**src/sv/rsiw_pkg.sv**
```systemverilog
// ----------------------------------------------------------------------------
// RSI Wilder smoothing package
// Shared widths, constants, state codes and controller/datapath bundles.
// ----------------------------------------------------------------------------
package rsiw_pkg;

    localparam int CLOSE_W     = 32;
    localparam int PRICE_W     = 32;
    localparam int AVG_W       = PRICE_W + 16;
    localparam int WIN_W       = 8;
    localparam int RSI_W       = 23;
    localparam int ADDR_W      = 2;
    localparam int DATA_W      = 32;
    localparam int PROD_W      = AVG_W + 7;
    localparam int SUM_W       = AVG_W + 1;
    localparam int DIV_STEPS   = AVG_W;
    localparam int RATIO_STEPS = RSI_W;
    localparam int CNT_W       = $clog2(DIV_STEPS);

    localparam logic [ADDR_W-1:0] REG_WINDOW_LENGTH = 2'd0;
    localparam logic [WIN_W-1:0]  WINDOW_RESET      = 8'd14;
    localparam logic [RSI_W-1:0]  RSI_FULL          = 23'd6553600;
    localparam logic [RSI_W-1:0]  RSI_HALF          = 23'd3276800;

    typedef enum logic [5:0] {
        S_IDLE  = 6'b000001,
        S_DIV   = 6'b000010,
        S_UPD   = 6'b000100,
        S_MUL   = 6'b001000,
        S_RATIO = 6'b010000,
        S_DONE  = 6'b100000
    } t_state;

    typedef struct packed {
        logic load;
        logic first;
        logic div_step;
        logic upd;
        logic mul;
        logic ratio_step;
        logic out_load;
    } t_cmd;

    typedef struct packed {
        logic loss_zero;
    } t_sts;

endpackage

```
**src/sv/rsiw_stream_if.sv**
```systemverilog
// ----------------------------------------------------------------------------
// RSI Wilder smoothing stream interfaces
// Price input channel and RSI result channel, valid/ready handshake.
// ----------------------------------------------------------------------------
interface rsiw_in_if;
    logic                         valid;
    logic                         ready;
    logic [rsiw_pkg::CLOSE_W-1:0] close_price;
    logic                         first_of_series;
    logic                         warmup;
    logic                         end_of_series;

    modport source (
        output valid, close_price, first_of_series, warmup, end_of_series,
        input  ready
    );
    modport sink (
        input  valid, close_price, first_of_series, warmup, end_of_series,
        output ready
    );
endinterface

interface rsiw_out_if;
    logic                       valid;
    logic                       ready;
    logic [rsiw_pkg::RSI_W-1:0] rsi_value;
    logic                       series_last;

    modport source (
        output valid, rsi_value, series_last,
        input  ready
    );
    modport sink (
        input  valid, rsi_value, series_last,
        output ready
    );
endinterface

```
**src/sv/rsi_wilder_smoothing_top.sv**
```systemverilog
// ----------------------------------------------------------------------------
// RSI Wilder smoothing top level
// Relative strength index over a stream of Q16.16 closing prices.
// ----------------------------------------------------------------------------
// Closing prices enter on i_price, one word per handshake, with flags for
// the start of a series, warm-up and the end of a series. Results leave on
// o_rsi as Q7.16 words with a copy of the end-of-series flag.
// The smoothing period is written through the APB port at byte address 0.
// A word that starts a series clears the averages, stores its close and gives
// no result. Any other word is loaded, divided bit-serially by the period
// (gain and loss lanes side by side) and then updates the averages; a warm-up
// word ends there. A word with a result then forms the scaled numerator and
// runs the serial ratio divider, skipped when the average loss is zero, then
// moves into the output register. Each word is finished before the next is taken.
// After reset the averages and previous close are zero and the period is 14.
// A result waits in the output register while the receiver stalls; the next
// word is still accepted and worked on, and only its own result waits.
// ----------------------------------------------------------------------------
module rsi_wilder_smoothing_top (
    input  logic                          i_clk,
    input  logic                          i_rst_n,
    input  logic                          psel,
    input  logic                          penable,
    input  logic                          pwrite,
    input  logic [rsiw_pkg::ADDR_W-1:0]   paddr,
    input  logic [rsiw_pkg::DATA_W-1:0]   pwdata,
    output logic [rsiw_pkg::DATA_W-1:0]   prdata,
    output logic                          pready,
    rsiw_in_if.sink                       i_price,
    rsiw_out_if.source                    o_rsi
);

    rsiw_pkg::t_cmd             cmd;
    rsiw_pkg::t_sts             sts;
    logic [rsiw_pkg::WIN_W-1:0] divisor;

    rsiw_apb_regs u_regs (
        .i_clk     (i_clk),
        .i_rst_n   (i_rst_n),
        .i_psel    (psel),
        .i_penable (penable),
        .i_pwrite  (pwrite),
        .i_paddr   (paddr),
        .i_pwdata  (pwdata),
        .o_prdata  (prdata),
        .o_pready  (pready),
        .o_divisor (divisor)
    );

    rsiw_ctrl u_ctrl (
        .i_clk       (i_clk),
        .i_rst_n     (i_rst_n),
        .i_in_valid  (i_price.valid),
        .i_first     (i_price.first_of_series),
        .i_warmup    (i_price.warmup),
        .i_out_ready (o_rsi.ready),
        .i_sts       (sts),
        .o_in_ready  (i_price.ready),
        .o_out_valid (o_rsi.valid),
        .o_cmd       (cmd)
    );

    rsiw_datapath u_dp (
        .i_clk           (i_clk),
        .i_rst_n         (i_rst_n),
        .i_cmd           (cmd),
        .i_divisor       (divisor),
        .i_close_price   (i_price.close_price),
        .i_end_of_series (i_price.end_of_series),
        .o_sts           (sts),
        .o_rsi_value     (o_rsi.rsi_value),
        .o_series_last   (o_rsi.series_last)
    );

    // The index never exceeds full scale.
    a_rsi_range: assert property (@(posedge i_clk) disable iff (!i_rst_n)
        o_rsi.valid |-> (o_rsi.rsi_value <= rsiw_pkg::RSI_FULL))
        else $error("RSI value above full scale");

    // A word that continues a series keeps the block busy for the next cycle.
    a_busy_after_load: assert property (@(posedge i_clk) disable iff (!i_rst_n)
        (i_price.valid && i_price.ready && !i_price.first_of_series) |=> !i_price.ready)
        else $error("input ready while a word is being processed");

    // A word that starts a series leaves the block free for the next word.
    a_first_idle: assert property (@(posedge i_clk) disable iff (!i_rst_n)
        (i_price.valid && i_price.ready && i_price.first_of_series) |=> i_price.ready)
        else $error("series start word did not return to idle");

    // A new result appears only at the end of processing a word.
    a_result_origin: assert property (@(posedge i_clk) disable iff (!i_rst_n)
        $rose(o_rsi.valid) |-> $past(!i_price.ready))
        else $error("result appeared without a word in progress");

endmodule

```
**src/sv/rsiw_apb_regs.sv**
```systemverilog
// ----------------------------------------------------------------------------
// RSI Wilder smoothing register file
// Holds the window length and supplies the effective divisor.
// ----------------------------------------------------------------------------
module rsiw_apb_regs (
    input  logic                          i_clk,
    input  logic                          i_rst_n,
    input  logic                          i_psel,
    input  logic                          i_penable,
    input  logic                          i_pwrite,
    input  logic [rsiw_pkg::ADDR_W-1:0]   i_paddr,
    input  logic [rsiw_pkg::DATA_W-1:0]   i_pwdata,
    output logic [rsiw_pkg::DATA_W-1:0]   o_prdata,
    output logic                          o_pready,
    output logic [rsiw_pkg::WIN_W-1:0]    o_divisor
);

    logic [rsiw_pkg::WIN_W-1:0] r_window;
    logic [rsiw_pkg::WIN_W-1:0] n_window;
    logic                       wr_en;

    assign wr_en = i_psel & i_penable & i_pwrite & o_pready
                   & (i_paddr == rsiw_pkg::REG_WINDOW_LENGTH);

    always_comb begin
        n_window = r_window;
        if (wr_en) begin
            n_window = i_pwdata[rsiw_pkg::WIN_W-1:0];
        end
    end

    always_ff @(posedge i_clk) begin
        if (!i_rst_n) begin
            r_window <= rsiw_pkg::WINDOW_RESET;
        end else begin
            r_window <= n_window;
        end
    end

    // A window length of zero behaves as one.
    assign o_divisor = (r_window == '0) ? rsiw_pkg::WIN_W'(1) : r_window;
    assign o_pready  = 1'b1;
    assign o_prdata  = (i_paddr == rsiw_pkg::REG_WINDOW_LENGTH)
                       ? {{(rsiw_pkg::DATA_W-rsiw_pkg::WIN_W){1'b0}}, r_window}
                       : '0;

endmodule

```
**src/sv/rsiw_ctrl.sv**
```systemverilog
// ----------------------------------------------------------------------------
// RSI Wilder smoothing controller
// Sequences load, serial division, average update, ratio and output.
// ----------------------------------------------------------------------------
module rsiw_ctrl (
    input  logic           i_clk,
    input  logic           i_rst_n,
    input  logic           i_in_valid,
    input  logic           i_first,
    input  logic           i_warmup,
    input  logic           i_out_ready,
    input  rsiw_pkg::t_sts i_sts,
    output logic           o_in_ready,
    output logic           o_out_valid,
    output rsiw_pkg::t_cmd o_cmd
);

    rsiw_pkg::t_state             r_state;
    rsiw_pkg::t_state             n_state;
    logic [rsiw_pkg::CNT_W-1:0]   r_cnt;
    logic [rsiw_pkg::CNT_W-1:0]   n_cnt;
    logic                         r_warm;
    logic                         n_warm;
    logic                         r_out_valid;
    logic                         n_out_valid;

    always_comb begin
        n_state     = r_state;
        n_cnt       = r_cnt;
        n_warm      = r_warm;
        n_out_valid = r_out_valid & ~i_out_ready;
        o_cmd       = '0;
        unique case (r_state)
            rsiw_pkg::S_IDLE: begin
                if (i_in_valid) begin
                    o_cmd.load  = 1'b1;
                    o_cmd.first = i_first;
                    n_warm      = i_warmup;
                    if (!i_first) begin
                        n_state = rsiw_pkg::S_DIV;
                        n_cnt   = '0;
                    end
                end
            end
            rsiw_pkg::S_DIV: begin
                o_cmd.div_step = 1'b1;
                n_cnt          = r_cnt + 1'b1;
                if (r_cnt == rsiw_pkg::CNT_W'(rsiw_pkg::DIV_STEPS - 1)) begin
                    n_state = rsiw_pkg::S_UPD;
                end
            end
            rsiw_pkg::S_UPD: begin
                o_cmd.upd = 1'b1;
                n_state   = r_warm ? rsiw_pkg::S_IDLE : rsiw_pkg::S_MUL;
            end
            rsiw_pkg::S_MUL: begin
                o_cmd.mul = 1'b1;
                n_cnt     = '0;
                n_state   = i_sts.loss_zero ? rsiw_pkg::S_DONE : rsiw_pkg::S_RATIO;
            end
            rsiw_pkg::S_RATIO: begin
                o_cmd.ratio_step = 1'b1;
                n_cnt            = r_cnt + 1'b1;
                if (r_cnt == rsiw_pkg::CNT_W'(rsiw_pkg::RATIO_STEPS - 1)) begin
                    n_state = rsiw_pkg::S_DONE;
                end
            end
            rsiw_pkg::S_DONE: begin
                if (!r_out_valid || i_out_ready) begin
                    o_cmd.out_load = 1'b1;
                    n_out_valid    = 1'b1;
                    n_state        = rsiw_pkg::S_IDLE;
                end
            end
            default: begin
                n_state = rsiw_pkg::S_IDLE;
            end
        endcase
    end

    always_ff @(posedge i_clk) begin
        if (!i_rst_n) begin
            r_state     <= rsiw_pkg::S_IDLE;
            r_cnt       <= '0;
            r_warm      <= 1'b0;
            r_out_valid <= 1'b0;
        end else begin
            r_state     <= n_state;
            r_cnt       <= n_cnt;
            r_warm      <= n_warm;
            r_out_valid <= n_out_valid;
        end
    end

    assign o_in_ready  = (r_state == rsiw_pkg::S_IDLE);
    assign o_out_valid = r_out_valid;

endmodule

```
**src/sv/rsiw_datapath.sv**
```systemverilog
// ----------------------------------------------------------------------------
// RSI Wilder smoothing datapath
// Two serial divider lanes for the averages and a serial ratio divider.
// ----------------------------------------------------------------------------
module rsiw_datapath (
    input  logic                           i_clk,
    input  logic                           i_rst_n,
    input  rsiw_pkg::t_cmd                 i_cmd,
    input  logic [rsiw_pkg::WIN_W-1:0]     i_divisor,
    input  logic [rsiw_pkg::CLOSE_W-1:0]   i_close_price,
    input  logic                           i_end_of_series,
    output rsiw_pkg::t_sts                 o_sts,
    output logic [rsiw_pkg::RSI_W-1:0]     o_rsi_value,
    output logic                           o_series_last
);

    // Lane 0 carries the average gain, lane 1 the average loss.
    logic [rsiw_pkg::PRICE_W-1:0] r_prev;
    logic [rsiw_pkg::AVG_W-1:0]   r_avg    [2];
    logic [rsiw_pkg::AVG_W-1:0]   r_dq     [2];
    logic [rsiw_pkg::WIN_W-1:0]   r_rem    [2];
    logic                         r_neg    [2];
    logic                         r_item_last;
    logic [rsiw_pkg::SUM_W-1:0]   r_part;
    logic [rsiw_pkg::SUM_W-1:0]   r_sum;
    logic [rsiw_pkg::RSI_W-1:0]   r_num_lo;
    logic [rsiw_pkg::RSI_W-1:0]   r_quot;
    logic [rsiw_pkg::RSI_W-1:0]   r_rsi;
    logic                         r_last;

    logic [rsiw_pkg::PRICE_W-1:0] price;
    logic                         rise;
    logic [rsiw_pkg::PRICE_W-1:0] delta;
    logic [rsiw_pkg::AVG_W-1:0]   x_val    [2];
    logic                         x_neg    [2];
    logic [rsiw_pkg::AVG_W-1:0]   x_mag    [2];
    logic [rsiw_pkg::WIN_W:0]     div_t    [2];
    logic                         div_ge   [2];
    logic [rsiw_pkg::WIN_W:0]     div_d    [2];
    logic [rsiw_pkg::AVG_W-1:0]   avg_new  [2];
    logic [rsiw_pkg::PROD_W-1:0]  prod;
    logic [rsiw_pkg::SUM_W:0]     rat_t;
    logic [rsiw_pkg::SUM_W:0]     rat_d;
    logic                         rat_ge;
    logic                         loss_zero;

    assign price = i_close_price[rsiw_pkg::PRICE_W-1:0];
    assign rise  = price > r_prev;
    assign delta = rise ? (price - r_prev) : (r_prev - price);

    always_comb begin
        x_val[0] = rise ? {delta, 16'b0} : '0;
        x_val[1] = rise ? '0 : {delta, 16'b0};
        for (int k = 0; k < 2; k++) begin
            x_neg[k]  = x_val[k] < r_avg[k];
            x_mag[k]  = x_neg[k] ? (r_avg[k] - x_val[k]) : (x_val[k] - r_avg[k]);
            div_t[k]  = {r_rem[k], r_dq[k][rsiw_pkg::AVG_W-1]};
            div_d[k]  = div_t[k] - {1'b0, i_divisor};
            div_ge[k] = div_t[k] >= {1'b0, i_divisor};
            // A negative step rounds its magnitude up so that the average floors.
            avg_new[k] = r_neg[k]
                         ? (r_avg[k] - r_dq[k] - rsiw_pkg::AVG_W'(r_rem[k] != '0))
                         : (r_avg[k] + r_dq[k]);
        end
    end

    assign loss_zero = (r_avg[1] == '0);
    assign prod      = (rsiw_pkg::PROD_W'(r_avg[0]) << 6)
                     + (rsiw_pkg::PROD_W'(r_avg[0]) << 5)
                     + (rsiw_pkg::PROD_W'(r_avg[0]) << 2);
    assign rat_t     = {r_part, r_num_lo[rsiw_pkg::RSI_W-1]};
    assign rat_d     = rat_t - {1'b0, r_sum};
    assign rat_ge    = rat_t >= {1'b0, r_sum};

    always_ff @(posedge i_clk) begin
        if (!i_rst_n) begin
            r_prev   <= '0;
            r_avg[0] <= '0;
            r_avg[1] <= '0;
        end else if (i_cmd.load && i_cmd.first) begin
            r_prev   <= price;
            r_avg[0] <= '0;
            r_avg[1] <= '0;
        end else if (i_cmd.load) begin
            r_prev <= price;
        end else if (i_cmd.upd) begin
            r_avg[0] <= avg_new[0];
            r_avg[1] <= avg_new[1];
        end
    end

    always_ff @(posedge i_clk) begin
        for (int k = 0; k < 2; k++) begin
            if (i_cmd.load) begin
                r_dq[k]  <= x_mag[k];
                r_rem[k] <= '0;
                r_neg[k] <= x_neg[k];
            end else if (i_cmd.div_step) begin
                r_dq[k]  <= {r_dq[k][rsiw_pkg::AVG_W-2:0], div_ge[k]};
                r_rem[k] <= div_ge[k] ? div_d[k][rsiw_pkg::WIN_W-1:0]
                                      : div_t[k][rsiw_pkg::WIN_W-1:0];
            end
        end
        if (i_cmd.load) begin
            r_item_last <= i_end_of_series;
        end
        if (i_cmd.mul) begin
            r_part   <= {1'b0, prod[rsiw_pkg::PROD_W-1:7]};
            r_num_lo <= {prod[6:0], 16'b0};
            r_sum    <= {1'b0, r_avg[0]} + {1'b0, r_avg[1]};
            r_quot   <= loss_zero ? ((r_avg[0] == '0) ? rsiw_pkg::RSI_HALF
                                                      : rsiw_pkg::RSI_FULL)
                                  : '0;
        end else if (i_cmd.ratio_step) begin
            r_part   <= rat_ge ? rat_d[rsiw_pkg::SUM_W-1:0] : rat_t[rsiw_pkg::SUM_W-1:0];
            r_num_lo <= {r_num_lo[rsiw_pkg::RSI_W-2:0], 1'b0};
            r_quot   <= {r_quot[rsiw_pkg::RSI_W-2:0], rat_ge};
        end
        if (i_cmd.out_load) begin
            r_rsi  <= r_quot;
            r_last <= r_item_last;
        end
    end

    assign o_sts.loss_zero = loss_zero;
    assign o_rsi_value     = r_rsi;
    assign o_series_last   = r_last;

endmodule
```
**src/flat_wrapper.sv**
```systemverilog
// flat-port wrapper written by rule: the top's interface ports become plain ports
module rsi_wilder_smoothing_top_flat 
  (i_clk, i_rst_n, psel, penable, pwrite, paddr, pwdata, prdata, pready, i_price_valid, i_price_close_price, i_price_first_of_series, i_price_warmup, i_price_end_of_series, i_price_ready, o_rsi_valid, o_rsi_rsi_value, o_rsi_series_last, o_rsi_ready);
  rsiw_in_if i_price_i ();
  rsiw_out_if o_rsi_i ();
  input  logic i_clk;
  input  logic i_rst_n;
  input  logic psel;
  input  logic penable;
  input  logic pwrite;
  input  logic [rsiw_pkg::ADDR_W-1:0] paddr;
  input  logic [rsiw_pkg::DATA_W-1:0] pwdata;
  output logic [rsiw_pkg::DATA_W-1:0] prdata;
  output logic pready;
  input wire logic [$bits(i_price_i.valid)-1:0] i_price_valid;
  input wire logic [$bits(i_price_i.close_price)-1:0] i_price_close_price;
  input wire logic [$bits(i_price_i.first_of_series)-1:0] i_price_first_of_series;
  input wire logic [$bits(i_price_i.warmup)-1:0] i_price_warmup;
  input wire logic [$bits(i_price_i.end_of_series)-1:0] i_price_end_of_series;
  output wire logic [$bits(i_price_i.ready)-1:0] i_price_ready;
  output wire logic [$bits(o_rsi_i.valid)-1:0] o_rsi_valid;
  output wire logic [$bits(o_rsi_i.rsi_value)-1:0] o_rsi_rsi_value;
  output wire logic [$bits(o_rsi_i.series_last)-1:0] o_rsi_series_last;
  input wire logic [$bits(o_rsi_i.ready)-1:0] o_rsi_ready;
  assign i_price_i.valid = i_price_valid;
  assign i_price_i.close_price = i_price_close_price;
  assign i_price_i.first_of_series = i_price_first_of_series;
  assign i_price_i.warmup = i_price_warmup;
  assign i_price_i.end_of_series = i_price_end_of_series;
  assign i_price_ready = i_price_i.ready;
  assign o_rsi_valid = o_rsi_i.valid;
  assign o_rsi_rsi_value = o_rsi_i.rsi_value;
  assign o_rsi_series_last = o_rsi_i.series_last;
  assign o_rsi_i.ready = o_rsi_ready;
  rsi_wilder_smoothing_top u_core (.i_clk(i_clk), .i_rst_n(i_rst_n), .psel(psel), .penable(penable), .pwrite(pwrite), .paddr(paddr), .pwdata(pwdata), .prdata(prdata), .pready(pready), .i_price(i_price_i), .o_rsi(o_rsi_i));
endmodule
```
**config.mk**
```make
export PLATFORM = sky130hd
export DESIGN_NAME = rsi_wilder_smoothing_top_flat
export DESIGN_NICKNAME = d
export VERILOG_FILES = /design/src/sv/rsiw_pkg.sv /design/src/sv/rsiw_stream_if.sv /design/src/sv/rsi_wilder_smoothing_top.sv /design/src/sv/rsiw_apb_regs.sv /design/src/sv/rsiw_ctrl.sv /design/src/sv/rsiw_datapath.sv /design/src/flat_wrapper.sv
export SDC_FILE = /design/constraint.sdc
export NUM_CORES = 2
export LEC_CHECK = 0
export BUFFER_PORTS_ARGS = -buffer_cell sky130_fd_sc_hd__buf_2
export CAP_MARGIN = 20
export CORE_ASPECT_RATIO = 1.25
export CORE_UTILIZATION = 26
export DETAILED_ROUTE_END_ITERATION = 7
export GPL_TIMING_DRIVEN = 0
export PLACE_DENSITY_LB_ADDON = 0.12
export SLEW_MARGIN = 30
export SYNTH_ARGS = -nofsm -noshare
export SYNTH_HDL_FRONTEND = slang
export SYNTH_SLANG_ARGS = --single-unit
```
**constraint.sdc**
```tcl
create_clock -name i_clk -period 13.95 [get_ports i_clk]
set_clock_uncertainty 0.15 [all_clocks]
set_input_delay 2.79 -clock i_clk [delete_from_list [all_inputs] [get_ports i_clk]]
set_output_delay 2.79 -clock i_clk [all_outputs]
set_load 0.01 [all_outputs]
```
==> reports/qor.yml <==
run_status:
  outcome: "complete, no violations"
power_and_ir_drop:
  power.leakage_nw: 23.6
  clock_power_share_pct: 11.8
  power_density_mw_per_mm2: 225
  ir_drop_mv: 0.123
  switching_share_pct: 52.6
  seq_power_share_pct: 17.4
  intPower_w: 0.00588
  combPwrFrac_pct: 70.8
  switching_power_w: 0.00652
clock_tree:
  post_cts_resized: 0
  cts_max_level: 2
  cts_tree: "done"
  clk_latency_ns: 0.68
  clk_pin_slew_ns: 0.06
  hold_buffers: 0
  cts_setup_buffers: 0
  cts-root-buf: "clkbuf_16"
  cts_buffer_depth: 3
  cts_made_buffers: 52
  numClockSinks: 415
die:
  initial_core_util_pct: 26.2
  die-area_sq_mm: 0.191
  die_w_microns: 391
  die_h_microns: 489
  coreArea_sq_mm: 0.188
  rows: 178
  io_pins: 135
detailed_routing:
  drt_iter0_markers: 3024
  postRouteAntennaNets: 0
  dr.pass1.iters: 8
  num_vias: 45200
  wl_microns: 206000
  wl_per_cell_microns: 23.5
  post-route-drc-count: 0
  viasPerCell: 5.15
worst_setup_path:
  setup.worst_path.class: "in2reg"
  reg2reg_slack_ns: 4.95
  r2r-start: "u_core.u_dp.r_prev[0]"
  crit_path_top_delay_cell: "clkbuf_1"
  end_kind: "register"
  crit_path_frequent_cell: "a21oi_1"
  worstPathArrival_ns: 11.18
  worstPathRequired_ns: 14.19
  reg2regPathDepth: 27
  max_stage_delay_ns: 0.60
  critical_path.top_delay_family: "compound AO/OA/AOI/OAI gates"
  critPathMaxFanout: 10
  regToRegEndpoint: "u_core.u_dp.r_dq[0][47]"
  start_kind: "input port"
  cp.buffers_inverters: 6
timing:
  final.period_utilization_pct: 78.4
  fmax_mhz: 91.5
  rsz0062_at_grt: "no"
  setup_viol: 0
  tightestPinTransition_ns: 1.00
  fin_tns_setup_ns: 0
  min_period_ns: 10.93
  slew_violations: 0
  final_hold_viol_count: 0
  slew_headroom_pct: 33.3
finish:
  multi_input_area_sq_mm: 0.0344
  stdcell_count: 8775
  fin_nets: 7011
  seq_area_sq_mm: 0.0119
  area_delta_synth_final_pct: 11.9
  num-fill-cells: 20500
  drive_gt1_share_pct: 4.89
global_route:
  busiest_layer: "met2"
  grt_pass1_vias: 45400
  globalRouteMet2Util_pct: 38.1
  antenna_found_initial: 4
  grt_pass1_wl_microns: 302000
  grt_util_met1_pct: 25.7
  grt_usage_pct: 21.1
  gr-total-overflow: 0
  grt_max_degree: 43
  grt_util_met3_pct: 1.71
synthesis:
  avgSynthCellArea_sq_um: 8.18
  ys_warn_count: 0
  synth_area_sq_mm: 0.0493
  yosysSeqAreaShare_pct: 24.2
  netlist_instances: 6018
  synth-seq-cells: 415
  ys_async_sr_fraction_pct: 0
  synth_edf_count: 360
  ys.flop_type: "edfxtp_1"
  synthDistinctLibCells: 86
placed_design:
  gp_congestion: 0.908
  dp_hpwl_microns: 171000
  dp.cells: 8676
  portBuffers: 83
hold_path:
  min_from: "u_core.u_dp.r_quot[22]"
  min_to: "u_core.u_dp.o_rsi_value[22]"
  hold_path_class: "reg2reg"
  whs_path_depth: 0
job:
  cap_violations: 0
through the flow:
step / power (W) / utilization (%) / worst slack (ns) / hold WS [ns] / instance area, sq um
final: 0.0124 / 29.3 / 3.02 / 0.278 / 55100
after global routing: 0.0134 / 29.3 / 2.58 / 0.286 / 55100
after CTS: 0.0124 / 29.3 / 3.15 / 0.284 / 55100
after detailed placement: 0.0109 / 28.3 / 2.41 / 0.271 / 53300
after global placement: 0.0109 / 28.1 / 0.419 / 0.251 / 52900
after floorplan: 0.00823 / - / 5.08 / 0.250 / 49300
cells in the final DEF (no fill, tap or decap), types with 49 or more instances in the layout:
master	count
ha_1	666
a21oi_1	648
inv_1	520
nor2_1	497
nand2_1	439
edfxtp_1	360
xnor2_1	327
o21ai_0	315
a21o_1	277
clkbuf_1	206
xor2_1	138
a211oi_1	125
o21bai_1	114
buf_2	109
and2_1	99
nor3_1	87
nand3_1	84
nand4_1	81
nand2b_1	69
a31oi_1	66
nor2b_1	64
fa_1	59
dfxtp_1	55
clkbuf_16	53
a21boi_0	49
cells by family after synthesis:
group | synth area share [%]
AO/OA/AOI/OAI | 25.3
AND/OR/NAND/NOR | 15.6
buffers and inverters | 6.26
adder cells (fa/ha/maj) | 19.3
XOR/XNOR | 8.27
flip-flops | 24.2
multiplexers | 1.04
other | 0.0152
how the worst max path moves through the flow:
stage	depth (start not counted)	slack, ns	endpoint	from
after CTS	29	3.15	u_core.u_dp.r_dq[0][47]	i_price_close_price[0]
after global placement	4	0.42	u_core.u_dp.r_avg[0][10]	i_price_valid
after global routing	29	2.58	u_core.u_dp.r_dq[0][47]	i_price_close_price[0]
final	29	3.02	u_core.u_dp.r_dq[0][47]	i_price_close_price[0]
after detailed placement	29	2.41	u_core.u_dp.r_dq[0][47]	i_price_close_price[0]
after floorplan	29	5.08	u_core.u_dp.r_dq[0][21]	i_price_close_price[0]
sequential cells by signal (all words and copies together) (netlist names), 5 cells and up:
| name | cells |
|---|---|
| u_core.u_regs.r_window | 8 |
| u_core.u_dp.r_quot | 23 |
| u_core.u_dp.r_part | 49 |
| u_core.u_dp.r_dq | 96 |
| u_core.u_dp.r_rem | 16 |
| u_core.u_dp.r_prev | 32 |
| u_core.u_ctrl.r_state | 6 |
| u_core.u_dp.r_sum | 49 |
| u_core.u_ctrl.r_cnt | 6 |
| u_core.u_dp.o_rsi_value | 23 |
| u_core.u_dp.r_num_lo | 5 |
| u_core.u_dp.r_avg | 96 |
cell type report:
type,instances,area share (%)
plain buffers,266,2.07
repair buffers,115,1.39
diodes,2,0.00908
clock buffers,64,2.54
multi-input cells,4836,62.4
well taps,2520,5.72
flip-flops and latches,415,21.6
clock inverters,33,0.640
inverters,524,3.57
layer usage:
| layer | vias to the layer above | wire length (microns) |
|---|---|---|
| met5 | - | 0 |
| met4 | 0 | 9030 |
| met3 | 282 | 6850 |
| met2 | 1051 | 102000 |
| met1 | 21900 | 88200 |
| li1 | 21900 | - |
Yosys cell counts, types with 41 or more instances:
library cell | instances | area [sq um]
o21a_1 | 47 | 353
nand2_1 | 441 | 1660
nor2_1 | 499 | 1870
a31oi_1 | 66 | 413
nor2b_1 | 65 | 407
a21boi_0 | 49 | 368
xor2_1 | 138 | 1210
o21bai_1 | 114 | 856
nand4_1 | 81 | 507
fa_1 | 59 | 1180
xnor2_1 | 327 | 2860
nand2b_1 | 69 | 432
clkbuf_1 | 216 | 811
a21oi_1 | 648 | 3240
a21o_1 | 277 | 2080
mux2i_1 | 48 | 480
ha_1 | 666 | 8330
o21ai_0 | 316 | 1580
and3_1 | 45 | 282
o31ai_1 | 41 | 308
nand3_1 | 84 | 420
edfxtp_1 | 360 | 10800
a211oi_1 | 125 | 938
nor3_1 | 87 | 435
dfxtp_1 | 55 | 1100
inv_1 | 520 | 1950
and2_1 | 99 | 619
power by group through the flow:
stage          combinational, W  clock [W]  sequential, W
2_1_floorplan           0.00622          0        0.00201
4_1_cts                 0.00874    0.00151        0.00216
3_5_place_dp            0.00868          0        0.00218
6_report                0.00877    0.00147        0.00216
3_3_place_gp            0.00867          0        0.00223
5_1_grt                 0.00965    0.00154        0.00219
Note: power is estimated with default switching activity, not from simulation.
